<file path="src/sv/boxcar_moving_average_defines.svh">
// Assertion macros used by the boxcar moving average RTL.
`ifndef BOXCAR_MOVING_AVERAGE_DEFINES_SVH
`define BOXCAR_MOVING_AVERAGE_DEFINES_SVH

// Same-cycle implication, checked outside reset
`define BMA_ASSERT_NOW(label, clk, rst, ante, cons) \
  label: assert property (@(posedge clk) disable iff (rst) (ante) |-> (cons)) \
    else $error("bma assertion failed");

// Next-cycle implication, checked outside reset
`define BMA_ASSERT_NEXT(label, clk, rst, ante, cons) \
  label: assert property (@(posedge clk) disable iff (rst) (ante) |=> (cons)) \
    else $error("bma assertion failed");

`endif

</file>
<file path="src/sv/bma_pkg.sv">
// Shared constants for the boxcar moving average filter.
`default_nettype none
package bma_pkg;
  localparam int SAMPLE_BITS        = 16;
  localparam int WIN_BITS           = 9;
  localparam int MAX_WINDOW_DEFAULT = 256;
  localparam logic [WIN_BITS-1:0] WINDOW_RESET = 9'd100;
endpackage
`default_nettype wire

</file>
<file path="src/sv/bma_ram.sv">
// Generic single-write, single-read RAM with registered read data.
`default_nettype none
module bma_ram #(
  parameter int WIDTH = 16,
  parameter int DEPTH = 256
) (
  input  wire logic                     clk,
  input  wire logic                     we,
  input  wire logic [$clog2(DEPTH)-1:0] waddr,
  input  wire logic [WIDTH-1:0]         wdata,
  input  wire logic [$clog2(DEPTH)-1:0] raddr,
  output logic      [WIDTH-1:0]         rdata
);
  logic [WIDTH-1:0] mem [DEPTH];

  always_ff @(posedge clk) begin
    if (we) begin
      mem[waddr] <= wdata;
    end
    rdata <= mem[raddr];
  end
endmodule
`default_nettype wire

</file>
<file path="src/sv/bma_div.sv">
// Bit-serial signed divider: one quotient bit per cycle, truncates toward zero.
`default_nettype none
module bma_div #(
  parameter int SUM_BITS = 24
) (
  input  wire logic                                clk,
  input  wire logic                                rst,
  input  wire logic                                start,
  input  wire logic signed [SUM_BITS-1:0]          dividend,
  input  wire logic        [bma_pkg::WIN_BITS-1:0] divisor,
  output logic                                     busy,
  output logic signed [bma_pkg::SAMPLE_BITS-1:0]   quotient
);
  import bma_pkg::*;

  localparam int CNT_BITS = $clog2(SUM_BITS + 1);

  logic [SUM_BITS-1:0] dvd;      // dividend bits shift out, quotient bits shift in
  logic [WIN_BITS-1:0] rem;
  logic [WIN_BITS-1:0] dsr;
  logic                neg;
  logic [CNT_BITS-1:0] count;

  logic [WIN_BITS:0]   rem_shift;
  logic                qbit;
  logic [WIN_BITS:0]   rem_diff;
  logic [SUM_BITS-1:0] quo_signed;

  // One restoring step
  always_comb begin
    rem_shift = {rem, dvd[SUM_BITS-1]};
    rem_diff  = rem_shift - {1'b0, dsr};
    qbit      = (rem_shift >= {1'b0, dsr});
  end

  assign busy       = (count != '0);
  assign quo_signed = neg ? (~dvd + 1'b1) : dvd;
  assign quotient   = quo_signed[SAMPLE_BITS-1:0];

  always_ff @(posedge clk) begin
    if (rst) begin
      count <= '0;
    end else if (start) begin
      count <= CNT_BITS'(SUM_BITS);
      neg   <= dividend[SUM_BITS-1];
      dvd   <= dividend[SUM_BITS-1] ? (~dividend + 1'b1) : dividend;
      rem   <= '0;
      dsr   <= divisor;
    end else if (busy) begin
      count <= count - 1'b1;
      dvd   <= {dvd[SUM_BITS-2:0], qbit};
      rem   <= qbit ? rem_diff[WIN_BITS-1:0] : rem_shift[WIN_BITS-1:0];
    end
  end
endmodule
`default_nettype wire

</file>
<file path="src/sv/boxcar_moving_average.sv">
// Boxcar moving average: top level with sample ring, running sum and control.
// A priming sample is written straight into the ring; the next sample may follow at once.
// A primed sample starts the bit-serial divider, one quotient bit per cycle, on the
// running sum as it stood at the transfer, then passes S_UPDATE and S_DIV; the mean
// is loaded once the divider is done and the output is free, and only then is the next input taken.
// Synchronous reset clears the stream and sets the window length to 100.
`default_nettype none
`include "boxcar_moving_average_defines.svh"
module boxcar_moving_average #(
  parameter int MAX_WINDOW = bma_pkg::MAX_WINDOW_DEFAULT
) (
  input  wire logic                                    clk,
  input  wire logic                                    rst,
  // window length register
  input  wire logic                                    cfg_valid,
  output logic                                         cfg_ready,
  input  wire logic        [bma_pkg::WIN_BITS-1:0]     window_length,
  // sample input
  input  wire logic                                    in_valid,
  output logic                                         in_stall,
  input  wire logic signed [bma_pkg::SAMPLE_BITS-1:0]  sample_value,
  input  wire logic                                    last_sample,
  // average output
  output logic                                         out_valid,
  input  wire logic                                    out_stall,
  output logic signed [bma_pkg::SAMPLE_BITS-1:0]       average_value
);
  import bma_pkg::*;

  localparam int POS_BITS = $clog2(MAX_WINDOW);
  localparam int SUM_BITS = SAMPLE_BITS + $clog2(MAX_WINDOW);

  typedef enum logic [1:0] {S_IDLE, S_UPDATE, S_DIV} state_t;

  state_t               state;
  logic [WIN_BITS-1:0]  win_reg;
  logic [POS_BITS-1:0]  pos;
  logic signed [SUM_BITS-1:0] running_sum;
  logic [WIN_BITS-1:0]  primed_count;
  logic [SAMPLE_BITS-1:0] sample_hold;
  logic                 last_hold;

  logic [WIN_BITS-1:0]  w_eff;
  logic                 in_xfer;
  logic                 priming;
  logic [POS_BITS:0]    pos_inc;
  logic [POS_BITS-1:0]  pos_next;
  logic                 ram_we;
  logic [SAMPLE_BITS-1:0] ram_wdata;
  logic [SAMPLE_BITS-1:0] ram_rdata;
  logic                 div_start;
  logic                 div_busy;
  logic signed [SAMPLE_BITS-1:0] div_quot;
  logic                 out_free;
  logic                 load_out;
  logic                 pos_ok;
  logic signed [SUM_BITS-1:0] sum_next;

  // Effective window: zero means one, saturate at ring depth
  always_comb begin
    if (win_reg == '0) begin
      w_eff = WIN_BITS'(1);
    end else if (int'(win_reg) > MAX_WINDOW) begin
      w_eff = WIN_BITS'(MAX_WINDOW);
    end else begin
      w_eff = win_reg;
    end
  end

  // Handshakes and ring pointer step; a pending window write holds off samples
  assign cfg_ready = (state == S_IDLE);
  assign in_stall  = (state != S_IDLE) || cfg_valid;
  assign in_xfer   = in_valid && !in_stall;
  assign priming   = (primed_count < w_eff);
  assign pos_inc   = {1'b0, pos} + 1'b1;
  assign pos_next  = (pos_inc >= (POS_BITS+1)'(w_eff)) ? '0 : pos_inc[POS_BITS-1:0];
  assign out_free  = !out_valid || !out_stall;
  assign load_out  = (state == S_DIV) && !div_busy && out_free;
  assign div_start = in_xfer && !priming;

  // Ring pointer stays inside the window
  assign pos_ok = ((POS_BITS+1)'(pos) < (POS_BITS+1)'(w_eff))
               || ((w_eff > WIN_BITS'(MAX_WINDOW - 1)) && (int'(pos) < MAX_WINDOW));

  // Ring write: direct while priming, held sample on replacement
  assign ram_we    = (in_xfer && priming) || (state == S_UPDATE);
  assign ram_wdata = (state == S_UPDATE) ? sample_hold : sample_value;

  // Replace the oldest sample in the sum
  assign sum_next = running_sum
                  - {{(SUM_BITS-SAMPLE_BITS){ram_rdata[SAMPLE_BITS-1]}}, ram_rdata}
                  + {{(SUM_BITS-SAMPLE_BITS){sample_hold[SAMPLE_BITS-1]}}, sample_hold};

  bma_ram #(
    .WIDTH(SAMPLE_BITS),
    .DEPTH(MAX_WINDOW)
  ) u_ring (
    .clk  (clk),
    .we   (ram_we),
    .waddr(pos),
    .wdata(ram_wdata),
    .raddr(pos),
    .rdata(ram_rdata)
  );

  bma_div #(
    .SUM_BITS(SUM_BITS)
  ) u_div (
    .clk     (clk),
    .rst     (rst),
    .start   (div_start),
    .dividend(running_sum),
    .divisor (w_eff),
    .busy    (div_busy),
    .quotient(div_quot)
  );

  // Control, stream state and output register
  always_ff @(posedge clk) begin
    if (rst) begin
      state        <= S_IDLE;
      win_reg      <= WINDOW_RESET;
      pos          <= '0;
      running_sum  <= '0;
      primed_count <= '0;
      out_valid    <= 1'b0;
    end else begin
      if (out_valid && !out_stall && !load_out) begin
        out_valid <= 1'b0;
      end
      case (state)
        S_IDLE: begin
          if (cfg_valid) begin
            win_reg      <= window_length;
            pos          <= '0;
            running_sum  <= '0;
            primed_count <= '0;
          end else if (in_xfer) begin
            sample_hold <= sample_value;
            last_hold   <= last_sample;
            if (priming) begin
              if (last_sample) begin
                pos          <= '0;
                running_sum  <= '0;
                primed_count <= '0;
              end else begin
                pos          <= pos_next;
                running_sum  <= running_sum
                              + {{(SUM_BITS-SAMPLE_BITS){sample_value[SAMPLE_BITS-1]}},
                                 sample_value};
                primed_count <= primed_count + 1'b1;
              end
            end else begin
              state <= S_UPDATE;
            end
          end
        end
        S_UPDATE: begin
          state <= S_DIV;
          if (last_hold) begin
            pos          <= '0;
            running_sum  <= '0;
            primed_count <= '0;
          end else begin
            pos         <= pos_next;
            running_sum <= sum_next;
          end
        end
        S_DIV: begin
          if (load_out) begin
            out_valid     <= 1'b1;
            average_value <= div_quot;
            state         <= S_IDLE;
          end
        end
        default: begin
          state <= S_IDLE;
        end
      endcase
    end
  end

  // Checks
  `BMA_ASSERT_NOW(a_count_le_window, clk, rst, 1'b1, primed_count <= w_eff)
  `BMA_ASSERT_NOW(a_pos_in_window, clk, rst, 1'b1, pos_ok)
  `BMA_ASSERT_NOW(a_idle_div_quiet, clk, rst, state == S_IDLE, !div_busy)
  `BMA_ASSERT_NEXT(a_result_loaded, clk, rst, load_out, out_valid && state == S_IDLE)
endmodule
`default_nettype wire
</file>
<file path="config.mk">
export PLATFORM = sky130hd
export DESIGN_NAME = boxcar_moving_average
export DESIGN_NICKNAME = d
export VERILOG_FILES = /design/src/sv/bma_pkg.sv /design/src/sv/bma_ram.sv /design/src/sv/bma_div.sv /design/src/sv/boxcar_moving_average.sv
export VERILOG_INCLUDE_DIRS = /design/src /design/src/sv
export SDC_FILE = /design/constraint.sdc
export NUM_CORES = 2
export LEC_CHECK = 0
export ABC_CLOCK_PERIOD_IN_PS = 24300
export BUFFER_PORTS_ARGS = -buffer_cell sky130_fd_sc_hd__buf_2
export CAP_MARGIN = 20
export CORE_MARGIN = 1.5
export CORE_UTILIZATION = 40
export CTS_CLUSTER_SIZE = 25
export DETAILED_ROUTE_END_ITERATION = 8
export SLEW_MARGIN = 40
export SYNTH_ARGS = -nofsm -noshare
export SYNTH_HDL_FRONTEND = slang
export SYNTH_SLANG_ARGS = --single-unit
</file>
<file path="constraint.sdc">
create_clock -name clk -period 24.3 [get_ports clk]
set_input_delay 1.215 -clock clk [delete_from_list [all_inputs] [get_ports clk]]
set_output_delay 1.215 -clock clk [all_outputs]
set_load 0.05 [all_outputs]
</file>
==> summary.md <==
| Metric | Value |
|---|---|
| Top reg by flops | u_ring.mem |
| Pre-antenna DRT Iters | 7 |
| Critical path type | reg -> reg |
| Core box area | 414000 µm² |
| PnR worst setup slack | 18170 ps |
| Drt via density | ~6 |
| Hold Fails Final Rpt | 0 |
| Row count | 236 |
| Die X | approximately 650 µm |
| Reg2Reg Depth | 11 |
| Routed via count | 81000 |
| Clock skew | 79.4 ps |
| First-pass GRT wire length | 624000 µm |
| Syn Nets | 7572 |
| Starting density of the core | 0.403 |
| Clock Latency Late Sink | 990 ps |
| Layout Utilization | 0.460 |
| DR iter-0 viols | 10600 |
| RSZ-0062 raised after global routing | false |
| Port bufs | 49 |
| Fin crit share | 0.252 |
| CTS H-tree depth | 5 |
| Most common flop cell mapped by yosys | edfxtp_1 |
| Die ar. | 421000 µm² |
| Pin count of the biggest net entering global routing | about 180 |
| Hold_ws | 461 ps |
| DP HPWL | ~260000 µm |
| Post-route ant nets | 0 |
| CTS resizes | 0 |
| # setup viols final | 0 |
| Outcome | finished, final reports clean |
| Area grow syn2layout | 14.2% |
| Post-Syn Area | roughly 170000 µm² |
| Type of origin of the critical path | register |
| Clock-pin slew on the worst setup and hold paths | 60 ps |
| WP data arrival | 6970 ps |
| Actual slew at the worst max-slew pin | 934 ps |
| Cts bufs inserted | approximately 420 |
| Fin. max-slew vios | 0 |
| Ys Warns | 0 |
| I/O pin cnt | 50 |
| Final-stage net count | 8059 |
| Root buf cell | clkbuf_16 |
| Antenna violations before repair | 22 |
| Worst Setup SP | pos[0]$_SDFFE_PP0P_ |
| CTS tree | done |
| Distinct cells, synth | 65 |
| Gpl congestion | between 0.8 and 0.9 |
| Reg-to-Reg Start | pos[0]$_SDFFE_PP0P_ |
| Post-CTS setup buffer count | 0 |
| CTS max path bufs | 4 |
| Routed WL | 446000 µm |
| Chip height | between 600 and 700 µm |
| Layout cell share with drive strength beyond 1 | 0.322 |
| Post-route minimum period | 6130 ps |
| Place WS | 17890 ps |
| Post-synthesis sequential area ratio | 0.760 |
| Biggest registers after layout | u_ring.mem: 4096 flops, running_sum: 24 flops, u_div.dvd: 24 flops |
| Syn Area/Cell | 22.4 µm² |
| Leak | 57.7 nW |
| VDD IR max | between 0.06 and 0.07 mV |
| Yosys reg bits | 4246 |
| Worst setup EP type | register |
| Asr flop ratio synth | 0 |
| Residual DRC | 0 |
| Setup TNS | 0 ps |
| Grt ovf | 0 |
| Power per cell area | about 80 nW/µm² |
| Number of flip-flops in the largest register | 4096 |
| Sink Count | between 4000 and 5000 |
| Gate Count Post-Synth | 7434 |
| WP data required | 25140 ps |
| GRT Total Usage | 0.210 |
| Top achievable clock speed | 163 MHz |
| Hold WC Path Type | in -> reg |
| Slew headroom | 0.377 |
| Hold Path Origin | window_length[6] |
| Hold path depth | 3 |
| Wire per inst | 32.4 µm |
| # Max-Cap Violations | 0 |
| Worst Path Max Fanout | 45 |
| Vias in the first global route | between 80000 and 90000 |
| CTS Hold Buffers Added | 0 |
| Post-synth EDFFs | 4172 |
==> synth_stat cells (7+ instances only) <==
master | number | share of area
a21oi_1 | 75 | 0.0023
a221oi_1 | 21 | 0.0011
nand3b_1 | 9 | 0.00041
a311oi_1 | 9 | 0.00047
o21bai_1 | 10 | 0.00045
buf_6 | 28 | 0.0019
nor3_1 | 27 | 0.00081
buf_4 | 30 | 0.0014
dfxtp_1 | 74 | 0.0089
nor2_1 | 329 | 0.0074
a21o_1 | 32 | 0.0014
a32oi_1 | 7 | 0.00037
and3_1 | 11 | 0.00041
nand4_1 | 32 | 0.0012
ha_1 | 82 | 0.0062
and2_1 | 16 | 0.00060
buf_1 | 34 | 0.00077
clkbuf_1 | 196 | 0.0044
inv_1 | 130 | 0.0029
a31oi_1 | 9 | 0.00034
o21ai_0 | 93 | 0.0028
nand2_1 | 200 | 0.0045
nand3_1 | 58 | 0.0017
fa_1 | 25 | 0.0030
buf_2 | 101 | 0.0030
a22o_1 | 12 | 0.00063
mux4_2 | 1281 | 0.17
nor2b_1 | 37 | 0.0014
nand2b_1 | 15 | 0.00056
a22oi_1 | 21 | 0.00095
o31ai_1 | 14 | 0.00063
a211oi_1 | 23 | 0.0010
mux2i_1 | 34 | 0.0020
xor2_1 | 23 | 0.0012
mux2_2 | 9 | 0.00061
xnor2_1 | 66 | 0.0035
edfxtp_1 | 4172 | 0.75
==> final cells by class <==
type | count | area, µm²
multi-input combinational | 2668 | 38700
fill | 34000 | 224000
tap | 5474 | 6850
inverter | 131 | 492
timing repair buffer | 453 | 3940
clock buffer | 511 | 11100
clock inverter | 259 | 2530
antenna | 24 | 60.1
sequential | 4246 | 127000
==> per-layer routing <==
layer / vias up / wire (µm) / track usage / share of wire
met1: 44100 / 179000 / 0.294 / 0.40
met3: 654 / 41000 / 0.0434 / 0.092
met5: - / 28 / 0 / 0.000063
li1: 32400 / - / - / -
met4: 4 / 15400 / 0.0686 / 0.035
met2: 3785 / 210000 / 0.330 / 0.47
==> power breakdown <==
part	switching [mW]	total [mW]	internal, mW
logic	0.411	0.672	0.261
registers	0.0394	8.13	8.09
clock network	2.79	6.45	3.67
==> cells in the final DEF (no fill, tap or decap), drive strengths merged, types with 7 or more instances in the layout <==
master       n
a311oi       9
a221oi      21
nor2       329
o31ai       14
nand3       58
a211oi      23
a32oi        7
diode       24
clkinv     187
bufinv      40
and3        11
nor2b       37
xor2        23
mux4      1281
a21o        32
dfxtp       74
a22oi       21
nand2      200
o21bai      10
o21ai       96
a21oi       75
mux2         9
mux2i       34
nand2b      15
a31oi        9
fa          25
edfxtp    4172
buf        451
and2        16
nand4       32
xnor2       66
ha          82
nand3b       9
a22o        12
clkinvlp    17
inv        146
nor3        27
clkbuf     513
==> per-stage QoR <==
| step | area [µm²] | cells | power [mW] |
|---|---|---|---|
| after floorplan | 167000 | 7434 | 8.82 |
| after detailed placement | 176000 | 13000 | 8.95 |
| after global placement | 176000 | 13000 | 8.93 |
| after global routing | 190000 | 13800 | 15.7 |
| after CTS | 190000 | 13700 | 15.3 |
| final | 190000 | 13800 | 15.3 |
==> cell families after synthesis <==
| group | Yosys count | synth area share |
|---|---|---|
| flip-flops | 4246 | 0.760 |
| multiplexers | 1324 | 0.176 |
| AND/OR/NAND/NOR | 760 | 0.0201 |
| buffers and inverters | 520 | 0.0144 |
| AO/OA/AOI/OAI | 388 | 0.0155 |
| adder cells (fa/ha/maj) | 107 | 0.00916 |
| XOR/XNOR | 89 | 0.00468 |
==> worst paths after layout <==
path	endpoint	slack [ps]
min reg2reg	win_reg[0]$_SDFFE_PP0P_	500
max reg2reg	u_ring.rdata[4]$_DFF_P_	18170
min	win_reg[6]$_SDFFE_PP1P_	460
max	u_ring.rdata[4]$_DFF_P_	18170
==> worst max-delay path, cell delays in order (launching register included) <==
cell and delay (ps):
dfxtp_4 820, buf_6 600, buf_12 400, buf_16 360
buf_4 620, buf_4 700, mux4_2 600, mux4_2 550
a32oi_1 530, nand2_1 110, nor3_1 250, o21ai_0 180
Power figures use the tool's default switching activity.
